**config.mk**
```make
export PLATFORM = sky130hd
export DESIGN_NAME = hdlc_tx_bit_stuff_nrzi
export DESIGN_NICKNAME = d
export VERILOG_FILES = /design/src/hw/rtl/hbs_pkg.sv /design/src/hw/rtl/hbs_front.sv /design/src/hw/rtl/hbs_back.sv /design/src/hw/rtl/hdlc_tx_bit_stuff_nrzi.sv
export SDC_FILE = /design/constraint.sdc
export NUM_CORES = 1
export LEC_CHECK = 0
export ABC_AREA = 1
export CORE_ASPECT_RATIO = 1.5
export CORE_UTILIZATION = 55
export CTS_BUF_LIST = sky130_fd_sc_hd__clkbuf_16
export DETAILED_ROUTE_END_ITERATION = 7
export DONT_BUFFER_PORTS = 1
export GPL_ROUTABILITY_DRIVEN = 0
export GPL_TIMING_DRIVEN = 0
export PLACE_DENSITY = 0.81
export SYNTH_ARGS = -nofsm -noshare
export SYNTH_HDL_FRONTEND = slang
export SYNTH_SLANG_ARGS = --single-unit
export TNS_END_PERCENT = 100
```
**constraint.sdc**
```tcl
create_clock -name clk -period 2 [get_ports clk]
set_input_delay 0.2 -clock clk [delete_from_list [all_inputs] [get_ports clk]]
set_output_delay 0.2 -clock clk [all_outputs]
set_load 0.01 [all_outputs]
```
**src/hw/rtl/hbs_pkg.sv**
```systemverilog
// Shared types and constants for the HDLC transmit bit stuffer.
`default_nettype none

package hbs_pkg;

    localparam int QUEUE_DEPTH_DEF = 2;
    localparam logic [2:0] RUN_LIMIT = 3'd5;
    localparam logic [2:0] LAST_IDX = 3'd7;

    typedef struct packed {
        logic [7:0] data_byte;
        logic       raw_byte;
    } hbs_item_t;

    typedef struct packed {
        logic line_bit;
        logic stuffed_bit;
        logic last_bit;
    } hbs_sym_t;

    typedef struct packed {
        logic       busy;
        logic [2:0] ones_run;
    } hbs_back_status_t;

endpackage

`default_nettype wire

```
**src/hw/rtl/hbs_front.sv**
```systemverilog
// Input side: accepts bytes and holds them in a short queue for the serialiser.
`default_nettype none

module hbs_front
    import hbs_pkg::*;
#(
    parameter int QUEUE_DEPTH = QUEUE_DEPTH_DEF
)
(
    input  wire logic                                clk,
    input  wire logic                                rst_n,
    input  wire logic                                push,
    input  wire logic [7:0]                          data_byte,
    input  wire logic                                raw_byte,
    output logic                                     full,
    output logic                                     head_valid,
    output hbs_item_t                                head,
    input  wire logic                                take,
    output logic [$clog2(QUEUE_DEPTH + 1) - 1:0]     count
);

    localparam int PTR_W = (QUEUE_DEPTH > 1) ? $clog2(QUEUE_DEPTH) : 1;
    localparam int CNT_W = $clog2(QUEUE_DEPTH + 1);
    localparam logic [PTR_W - 1:0] PTR_LAST = PTR_W'(QUEUE_DEPTH - 1);
    localparam logic [CNT_W - 1:0] CNT_FULL = CNT_W'(QUEUE_DEPTH);

    hbs_item_t slot_reg [QUEUE_DEPTH];
    logic [PTR_W - 1:0] wr_ptr_reg;
    logic [PTR_W - 1:0] wr_ptr_next;
    logic [PTR_W - 1:0] rd_ptr_reg;
    logic [PTR_W - 1:0] rd_ptr_next;
    logic [CNT_W - 1:0] count_reg;
    logic [CNT_W - 1:0] count_next;
    logic               do_push;
    logic               do_take;

    assign full       = (count_reg == CNT_FULL);
    assign head_valid = (count_reg != '0);
    assign head       = slot_reg[rd_ptr_reg];
    assign count      = count_reg;
    assign do_push    = push && !full;
    assign do_take    = take && head_valid;

    always_comb
    begin
        wr_ptr_next = wr_ptr_reg;
        rd_ptr_next = rd_ptr_reg;
        count_next  = count_reg;
        if (do_push)
        begin
            wr_ptr_next = (wr_ptr_reg == PTR_LAST) ? '0 : wr_ptr_reg + 1'b1;
        end
        if (do_take)
        begin
            rd_ptr_next = (rd_ptr_reg == PTR_LAST) ? '0 : rd_ptr_reg + 1'b1;
        end
        if (do_push && !do_take)
        begin
            count_next = count_reg + 1'b1;
        end
        else if (!do_push && do_take)
        begin
            count_next = count_reg - 1'b1;
        end
    end

    always_ff @(posedge clk or negedge rst_n)
    begin
        if (!rst_n)
        begin
            wr_ptr_reg <= '0;
            rd_ptr_reg <= '0;
            count_reg  <= '0;
        end
        else
        begin
            wr_ptr_reg <= wr_ptr_next;
            rd_ptr_reg <= rd_ptr_next;
            count_reg  <= count_next;
        end
    end

    always_ff @(posedge clk)
    begin
        if (do_push)
        begin
            slot_reg[wr_ptr_reg] <= '{data_byte: data_byte, raw_byte: raw_byte};
        end
    end

endmodule

`default_nettype wire

```
**src/hw/rtl/hbs_back.sv**
```systemverilog
// Serialiser: stuffs, NRZI codes one line bit per cycle to a free output register.
`default_nettype none

module hbs_back
    import hbs_pkg::*;
(
    input  wire logic       clk,
    input  wire logic       rst_n,
    input  wire logic       nrzi_enable,
    input  wire logic       head_valid,
    input  wire hbs_item_t  head,
    output logic            take,
    input  wire logic       pop,
    output logic            empty,
    output hbs_sym_t        sym,
    output hbs_back_status_t status
);

    hbs_item_t  item_reg;
    hbs_item_t  item_next;
    logic       busy_reg;
    logic       busy_next;
    logic [2:0] idx_reg;
    logic [2:0] idx_next;
    logic       stuff_reg;
    logic       stuff_next;
    logic [2:0] run_reg;
    logic [2:0] run_next;
    logic       level_reg;
    logic       level_next;
    logic       out_valid_reg;
    logic       out_valid_next;
    hbs_sym_t   out_reg;
    hbs_sym_t   out_next;

    logic       slot_free;
    logic       adv;
    logic       cur_bit;
    logic [2:0] run_inc;
    logic       hit;
    logic       last_now;
    logic       load_ok;

    assign slot_free = !out_valid_reg || pop;
    assign adv       = busy_reg && slot_free;
    assign cur_bit   = stuff_reg ? 1'b0 : item_reg.data_byte[idx_reg];
    assign run_inc   = run_reg + 3'd1;
    assign hit       = !stuff_reg && !item_reg.raw_byte && cur_bit && (run_inc >= RUN_LIMIT);
    assign last_now  = (idx_reg == LAST_IDX) && !hit;
    assign load_ok   = !busy_reg || (adv && last_now);
    assign take      = head_valid && load_ok;

    assign empty  = !out_valid_reg;
    assign sym    = out_reg;
    assign status = '{busy: busy_reg, ones_run: run_reg};

    always_comb
    begin
        item_next      = item_reg;
        busy_next      = busy_reg;
        idx_next       = idx_reg;
        stuff_next     = stuff_reg;
        run_next       = run_reg;
        level_next     = level_reg;
        out_valid_next = out_valid_reg;
        out_next       = out_reg;

        if (adv)
        begin
            if (nrzi_enable && !cur_bit)
            begin
                level_next = !level_reg;
            end
            out_next.line_bit    = nrzi_enable ? level_next : cur_bit;
            out_next.stuffed_bit = stuff_reg;
            out_next.last_bit    = last_now;

            if (stuff_reg)
            begin
                stuff_next = 1'b0;
                run_next   = '0;
                idx_next   = idx_reg + 3'd1;
            end
            else if (hit)
            begin
                stuff_next = 1'b1;
                run_next   = '0;
            end
            else
            begin
                idx_next = idx_reg + 3'd1;
                if (item_reg.raw_byte || !cur_bit)
                begin
                    run_next = '0;
                end
                else
                begin
                    run_next = run_inc;
                end
            end
        end

        if (slot_free)
        begin
            out_valid_next = adv;
        end

        if (load_ok)
        begin
            busy_next  = head_valid;
            item_next  = head;
            idx_next   = '0;
            stuff_next = 1'b0;
        end
    end

    always_ff @(posedge clk or negedge rst_n)
    begin
        if (!rst_n)
        begin
            busy_reg      <= 1'b0;
            idx_reg       <= '0;
            stuff_reg     <= 1'b0;
            run_reg       <= '0;
            level_reg     <= 1'b0;
            out_valid_reg <= 1'b0;
        end
        else
        begin
            busy_reg      <= busy_next;
            idx_reg       <= idx_next;
            stuff_reg     <= stuff_next;
            run_reg       <= run_next;
            level_reg     <= level_next;
            out_valid_reg <= out_valid_next;
        end
    end

    always_ff @(posedge clk)
    begin
        item_reg <= item_next;
        out_reg  <= out_next;
    end

endmodule

`default_nettype wire

```
**src/hw/rtl/hdlc_tx_bit_stuff_nrzi.sv**
```systemverilog
// HDLC transmit bit stuffer with NRZI line coding, top level.
//
// Input queue: push a byte with data_byte and raw_byte while full is low.
// raw_byte high sends the byte unstuffed (flag or preamble) and clears the
// ones run; otherwise a zero follows every run of five ones, counted across
// bytes. Bits leave least significant bit first.
// Result queue: while empty is low, line_bit, stuffed_bit and last_bit hold
// the oldest line bit; pop takes it. last_bit marks the final bit of a byte.
// Each byte gives 8 to 10 line bits at one bit per cycle unless the receiver
// stalls; the first bit of a byte pushed into an idle block passes the input
// queue, the serialiser's byte register and the output register on its way
// to the result ports. Bytes queue ahead of the serialiser, so a new byte is
// taken while the current one is shifted. A stalled receiver holds the output
// register and the serialiser; the input queue fills and then raises full.
// Configuration: cfg_data bit 0 is nrzi_enable, written when cfg_valid is
// high (cfg_ready is always high); write it only while the block is idle.
// Reset clears the queues, the ones run and the line level, and sets
// nrzi_enable.
`default_nettype none

module hdlc_tx_bit_stuff_nrzi
    import hbs_pkg::*;
#(
    parameter int QUEUE_DEPTH = QUEUE_DEPTH_DEF
)
(
    input  wire logic       clk,
    input  wire logic       rst_n,
    input  wire logic       push,
    output logic            full,
    input  wire logic [7:0] data_byte,
    input  wire logic       raw_byte,
    output logic            empty,
    input  wire logic       pop,
    output logic            line_bit,
    output logic            stuffed_bit,
    output logic            last_bit,
    input  wire logic       cfg_valid,
    output logic            cfg_ready,
    input  wire logic       cfg_data
);

    localparam int CNT_W = $clog2(QUEUE_DEPTH + 1);

    logic               nrzi_enable_reg;
    logic               head_valid;
    hbs_item_t          head;
    logic               take;
    logic [CNT_W - 1:0] count;
    hbs_sym_t           sym;
    hbs_back_status_t   status;

    assign cfg_ready = 1'b1;

    always_ff @(posedge clk or negedge rst_n)
    begin
        if (!rst_n)
        begin
            nrzi_enable_reg <= 1'b1;
        end
        else if (cfg_valid && cfg_ready)
        begin
            nrzi_enable_reg <= cfg_data;
        end
    end

    hbs_front #(
        .QUEUE_DEPTH(QUEUE_DEPTH)
    ) u_front (
        .clk       (clk),
        .rst_n     (rst_n),
        .push      (push),
        .data_byte (data_byte),
        .raw_byte  (raw_byte),
        .full      (full),
        .head_valid(head_valid),
        .head      (head),
        .take      (take),
        .count     (count)
    );

    hbs_back u_back (
        .clk        (clk),
        .rst_n      (rst_n),
        .nrzi_enable(nrzi_enable_reg),
        .head_valid (head_valid),
        .head       (head),
        .take       (take),
        .pop        (pop),
        .empty      (empty),
        .sym        (sym),
        .status     (status)
    );

    assign line_bit    = sym.line_bit;
    assign stuffed_bit = sym.stuffed_bit;
    assign last_bit    = sym.last_bit;

    a_run_below_limit: assert property (@(posedge clk) disable iff (!rst_n)
        status.ones_run < RUN_LIMIT)
        else $error("ones run reached the stuffing limit");

    a_queue_bound: assert property (@(posedge clk) disable iff (!rst_n)
        count <= CNT_W'(QUEUE_DEPTH))
        else $error("input queue overfilled");

    a_queue_count: assert property (@(posedge clk) disable iff (!rst_n)
        (push && !full && !take) |=> (count == $past(count) + 1'b1))
        else $error("input queue count missed a push");

    a_take_needs_free_slot: assert property (@(posedge clk) disable iff (!rst_n)
        (take && status.busy) |-> (empty || pop))
        else $error("serialiser advanced into a stalled output");

    a_result_held: assert property (@(posedge clk) disable iff (!rst_n)
        (!empty && !pop) |=> (!empty && $stable({line_bit, stuffed_bit, last_bit})))
        else $error("waiting line bit changed before it was taken");

endmodule

`default_nettype wire

```
# Word-level counts from Yosys, hierarchy flattened

Memories as Yosys holds them, arrays and structs flattened. A register that Yosys moved wholly into a read port is not among the register bits.
Index checks and enable logic that the tools add are counted.

Output and inout port bits: 6
RAM bits: 18
Flip-flop bits (word level): 18
Input port bits: 15
Word-level logic and storage cells: 76
Memories kept: 1

Add/sub/neg operators: 6
$lt $le $gt $ge: 2
Mux-type cells: 22
Reductions and logical operators: 29
Eq/ne operators: 3

Memories:

| memory           | words | bits a word | read ports | clocked after Yosys merged registers in | wr ports | RTL line        | source |
|---|---|---|---|---|---|---|---|
| u_front.slot_reg | 2     | 9           | 1          | 1                                       | 1        | hbs_front.sv:27 | `hbs_item_t slot_reg [QUEUE_DEPTH];` |

Operator list:

| kind                                                | count |
|---|---|
| two-way mux 3 bit                                   | 7 |
| logical AND 1 bit                                   | 12 |
| two-way mux 1 bit                                   | 12 |
| logical NOT 1 bit                                   | 10 |
| adder 3 x 1 -> 3 bit (second input constant)        | 2 |
| nonzero test 2 bit                                  | 3 |
| < comparator 3 x 4 -> 1 bit (second input constant) | 1 |
| two-way mux 2 bit                                   | 2 |
| binary-select mux 1 bit (select 3 bit)              | 1 |
| == test 3 bit (second input constant)               | 1 |
| >= comparator 3 bit (second input constant)         | 1 |
| logical OR 1 bit                                    | 3 |
| != test 3 x 2 -> 1 bit (second input constant)      | 1 |
| adder 1 bit (second input constant)                 | 2 |
| adder 2 x 1 -> 2 bit (second input constant)        | 1 |
| == test 2 bit (second input constant)               | 1 |
| AND reduction 2 bit                                 | 1 |
| subtractor 2 x 1 -> 2 bit (second input constant)   | 1 |

# Longest topological paths before layout

Depth after elaboration: 14
Gate-level depth with buffers: 14
Depth with buffers taken out: 14

# Cells and area by module

A second synthesis with hierarchy kept.

Cells, all modules: 191
Area, all modules: 1994.4 um^2

By module, submodules not included:

| module                 | times used | cells an instance | seq. area each (um^2) | area each (um^2) |
|---|---|---|---|---|
| hbs_back               | 1          | 106               | 610.6                 | 1049.8 |
| hbs_front              | 1          | 78                | 640.6                 | 892.1 |
| hdlc_tx_bit_stuff_nrzi | 1          | 7                 | 26.3                  | 52.6 |

# Worst setup path after synthesis

No wires, ideal clock.

Kind: reg2reg
Start point: reg u_back.run_reg[0]
End point: reg u_front.count_reg[1] (netlist: u_front.count[1])
Path buffers: 0
Data required time: 1869 ps
Arrival: 2027 ps
Cell stages (with the launch flop): 13
Slack: -158 ps
Clock period less this slack: 2158 ps
Setup time: 131 ps
Cell sequence: dfrtp_1 -> inv_1 -> ha_1 -> nor3_1 -> nor2_1 -> nand4_4 -> nand3_2 -> nand2_4 -> nand2_4 -> ha_1 -> a21oi_1 -> o21ai_0 -> xor2_1

Longest elaborated chain between the ends: 12
Elaborated cells on any way between the ends: 14
Those cells by class: add/sub (1); order compare (1); mux (1); reduce/logical (11)

Ends and longest elaborated chain:

| item                                                           | RTL line        | source |
|---|---|---|
| start: declaration                                             | hbs_back.sv:27  | `logic [2:0] run_reg;` |
| start signal: assignment                                       | hbs_back.sv:133 | `run_reg <= run_next;` |
| adder 3 x 1 -> 3 bit *                                         | hbs_back.sv:47  | `assign run_inc = run_reg + 3'd1;` |
| >= comparator 3 bit *                                          | hbs_back.sv:48  | `assign hit = !stuff_reg && !item_reg.raw_byte && cur_bit && (run_inc >= RUN_LIMIT);` |
| logical AND 1 bit *                                            | hbs_back.sv:48  |  |
| logical NOT 1 bit *                                            | hbs_back.sv:49  | `assign last_now = (idx_reg == LAST_IDX) && !hit;` |
| logical AND 1 bit *                                            | hbs_back.sv:49  |  |
| logical AND 1 bit *                                            | hbs_back.sv:50  | `assign load_ok = !busy_reg \|\| (adv && last_now);` |
| logical OR 1 bit *                                             | hbs_back.sv:50  |  |
| via u_back.load_ok                                             | hbs_back.sv:42  | `logic load_ok;` |
| logical AND 1 bit *                                            | hbs_back.sv:51  | `assign take = head_valid && load_ok;` |
| logical AND 1 bit *                                            | hbs_front.sv:42 | `assign do_take = take && head_valid;` |
| logical NOT 1 bit                                              | hbs_front.sv:57 | `if (do_push && !do_take)` |
| logical AND 1 bit                                              | hbs_front.sv:57 |  |
| two-way mux 2 bit / nonzero test 2 bit (equally long branches) | n/a             |  |
| end signal: assignment                                         | hbs_front.sv:79 | `count_reg <= count_next;` |
| end: declaration                                               | hbs_front.sv:32 | `logic [CNT_W - 1:0] count_reg;` |

Mark *: on every way through the listed nets, which the timed path passes. The rest lies on a longest branch.
A chain may end at the register's enable or synchronous reset.

# Final worst setup path

Start point: reg u_back.run_reg[1]
End point: reg u_front.count_reg[1] (netlist: u_front.count[1])

Same word-level chain as after synthesis.

==> metrics <==
footprint of the multi-input gates=585.6 um^2; leading cell type by number of instances after synthesis=sky130_fd_sc_hd__nand2_1; largest net degree at the start of global routing=16; clock latency reported for the late side of the worst-skew pair=about 280 ps; average instance area after synthesis=10.88 um^2; unrepaired setup endpoints after global routing=yes; Routed wire per std cell=13.81 um; CP startpoint=u_back.run_reg[1]$_DFFE_PN0P_; clock sink total=45; critical path data required time=2160 ps; Synth top cells by count=sky130_fd_sc_hd__nand2_1, sky130_fd_sc_hd__edfxtp_1, sky130_fd_sc_hd__inv_1, sky130_fd_sc_hd__dfrtp_1, sky130_fd_sc_hd__o21ai_0; Finish-stage setup viols=0; DP Wirelength=2144 um; multiplexer area fraction after synthesis=0; effective utilization at floorplan=0.5758; clock skew after layout=approximately 4.5 ps; DRT antenna net count=0; syn nets=199; final design instance area without fill=2278 um^2; # rows=26; NumNets Final=216; number of diodes=0; H-tree levels=2; CORE AREA=around 3400 um^2; utilization after layout=0.6734; initial antenna violation count=0; DR pass1 iterations=4; YS warnings=0; Tightest Hold Check Type=in2reg; via count of the first global-routing pass=1320; start of the worst register-to-register path=u_back.run_reg[1]$_DFFE_PN0P_; period utilisation layout=0.9752; Post-route DRC=0; minimum setup slack among reg-to-reg paths=approximately 50 ps; number of primary I/O pins=21; CTS Buf Count=5; combined global-route utilization of all metal layers=0.2020; ratio of cells with drive above 1 in the final layout=0.2081; xor/xnor cell area share of the yosys netlist=0.02248; compound-cell area share of the yosys netlist=0.03340; clock period minus final worst setup slack=1950 ps; placed cell area=2019 um^2; fin. max-slew vios=0; total grt overflow=0; Die Footprint=between 3000 and 4000 um^2; number of enable flip-flop cells after synthesis=30; top-area cell type share of the netlist area=0.4624; total power divided by cell area=around 1500 nW/um^2; leakage power total=0.001000 uW; run status=completed; worst hold slack across all endpoints=around 13 ps; Netlist Area Pre-Place=1948 um^2; Fmax=0.5127 GHz; per-cell via count in the routed design=5.100; fraction of registers with async set or reset after synthesis=0.3333; number of distinct library cells after synthesis=26; first-pass GRT wire length=5402 um; instance count of the mapped netlist=179; number of buffers inserted by port buffering=0; CP endpoint kind=flip-flop; Seq/Total Area, Yosys=0.6557; number of flip-flops in the largest register=18; type of the worst setup path=reg2reg; R2R depth=11; floorplan die width=about 50 um; simple-gate share of the synthesized area=0.1830; final WL=3301 um; adder-cell share of the synthesized area=0.03211; VDD IR max=1.089 mV; largest family of logic cells by synthesized area=simple AND/OR/NAND/NOR gates; Root Driver=sky130_fd_sc_hd__clkbuf_16; max_cap viols=0; critical-path maximum fanout=3; capture instance of the worst register-to-register path=u_front.count[1]$_DFFE_PN0P_; cell taking the most area after synthesis=sky130_fd_sc_hd__edfxtp_1; Main synth FF type=sky130_fd_sc_hd__edfxtp_1; most area-consuming cells after synthesis=sky130_fd_sc_hd__edfxtp_1, sky130_fd_sc_hd__dfrtp_1, sky130_fd_sc_hd__nand2_1, sky130_fd_sc_hd__inv_1, sky130_fd_sc_hd__ha_1; via count of the routed design=between 1000 and 1500; initial DRC count=50; fill cell instance count of the final layout=around 240; height of the die=74.89 um; maximum clock path buffer count=2; TritonCTS clock tree=done; post-layout power=3423 uW; combined flip-flop and latch cell area=1279 um^2; final hold violation count=0; crit path to=u_front.count[1]$_DFFE_PN0P_; WP data arrival=2110 ps; pin slew with the least headroom to its limit=744.4 ps; FF+latch count, synth=45; clock edge transition at the registers on the reported setup and hold paths=60 ps; area grow syn2layout=16.96%; headroom to the max-slew limit=0.5019; type of origin of the critical path=flip-flop
==> layer usage <==
layer / up-vias / wire [um] / global-route usage
met3: 11 / 112 / 0.05455
met1: 580 / 1125 / 0.1833
li1: 599 / - / -
met2: 29 / 1963 / 0.3970
met4: 0 / 101 / 0.1080
met5: - / 0 / 0
==> layout by cell type, fill, tap and decap left out, drive strengths merged <==
| cell type | synthesis | layout |
|---|---|---|
| clkinv | 1 | 3 |
| a21oi | 2 | 2 |
| nand2 | 55 | 55 |
| nand3 | 8 | 8 |
| conb | 1 | 1 |
| nor2 | 9 | 9 |
| nand4 | 3 | 3 |
| clkinvlp | 0 | 1 |
| edfxtp | 30 | 30 |
| dfstp | 1 | 1 |
| nor3 | 2 | 2 |
| inv | 31 | 31 |
| dlygate4sd3 | 0 | 2 |
| o21ai | 9 | 9 |
| o22ai | 1 | 1 |
| xnor2 | 2 | 2 |
| dfrtp | 14 | 14 |
| ha | 5 | 5 |
| buf | 2 | 10 |
| clkbuf | 0 | 5 |
| xor2 | 3 | 3 |
==> kinds of logic after synthesis <==
logic type	after synthesis
and+or+nand+nor	77
AOI/OAI and AO/OA	12
xor gates and xnor gates	5
adders and majority gates	5
buffers and inverters	34
DFF	45
other	1
==> power by group <==
group          internal [uW]  switching [uW]  leakage [uW]
sequential              1350             170      0.000460
clock                    457             314     0.0000696
combinational            427             701      0.000471
==> metrics by stage <==
step	TNS (ps)	setup WS, ps	cells
final	0	49.66	239
after global routing	-31.79	-31.79	239
after CTS	0	2.205	235
after detailed placement	-198.1	-198.1	221
after global placement	-99.28	-99.28	221
after floorplan	0	2.954	179
==> worst min-delay path by stage <==
stage,slack (ps),depth (start not counted),start,to
after CTS,9,0,raw_byte,u_front.slot_reg[1][0]$_DFFE_PP_
after global placement,-100,0,rst_n,u_back.level_reg$_DFFE_PN0P_
final,10,0,data_byte[6],u_front.slot_reg[0][7]$_DFFE_PP_
after global routing,3,0,data_byte[6],u_front.slot_reg[0][7]$_DFFE_PP_
after detailed placement,-100,0,rst_n,u_back.run_reg[0]$_DFFE_PN0P_
after floorplan,-100,0,rst_n,u_back.busy_reg$_DFFE_PN0P_
==> critical path, stage by stage (launching register included) <==
cell and delay (ps):
sky130_fd_sc_hd__dfrtp_1 400, sky130_fd_sc_hd__ha_2 210, sky130_fd_sc_hd__xnor2_2 160, sky130_fd_sc_hd__nor2_2 190, sky130_fd_sc_hd__nand4_4 110, sky130_fd_sc_hd__nand3_2 100, sky130_fd_sc_hd__nand2_4 60, sky130_fd_sc_hd__nand2_4 80
sky130_fd_sc_hd__ha_4 200, sky130_fd_sc_hd__a21oi_2 90, sky130_fd_sc_hd__o21ai_1 80, sky130_fd_sc_hd__xor2_1 150
==> area by class of cell <==
| type | instances | area share |
|---|---|---|
| Buffer | 2 | 0.008237 |
| Inverter | 32 | 0.05272 |
| Multi-Input combinational cell | 100 | 0.2570 |
| Tap cell | 42 | 0.02306 |
| Clock buffer | 5 | 0.05491 |
| Timing Repair Buffer | 10 | 0.03515 |
| Clock inverter | 3 | 0.007688 |
| Sequential cell | 45 | 0.5612 |
==> repair_timing <==
action | in CTS | in global routing
resized for setup | 3 | 6
setup buffers | 4 | 4
hold buffers | 2 | 0
endpoints found under the hold margin | 16 | 0
pin swaps | 5 | 6
setup endpoints to repair | 2 | 1
Power figures use the tool's default switching activity.
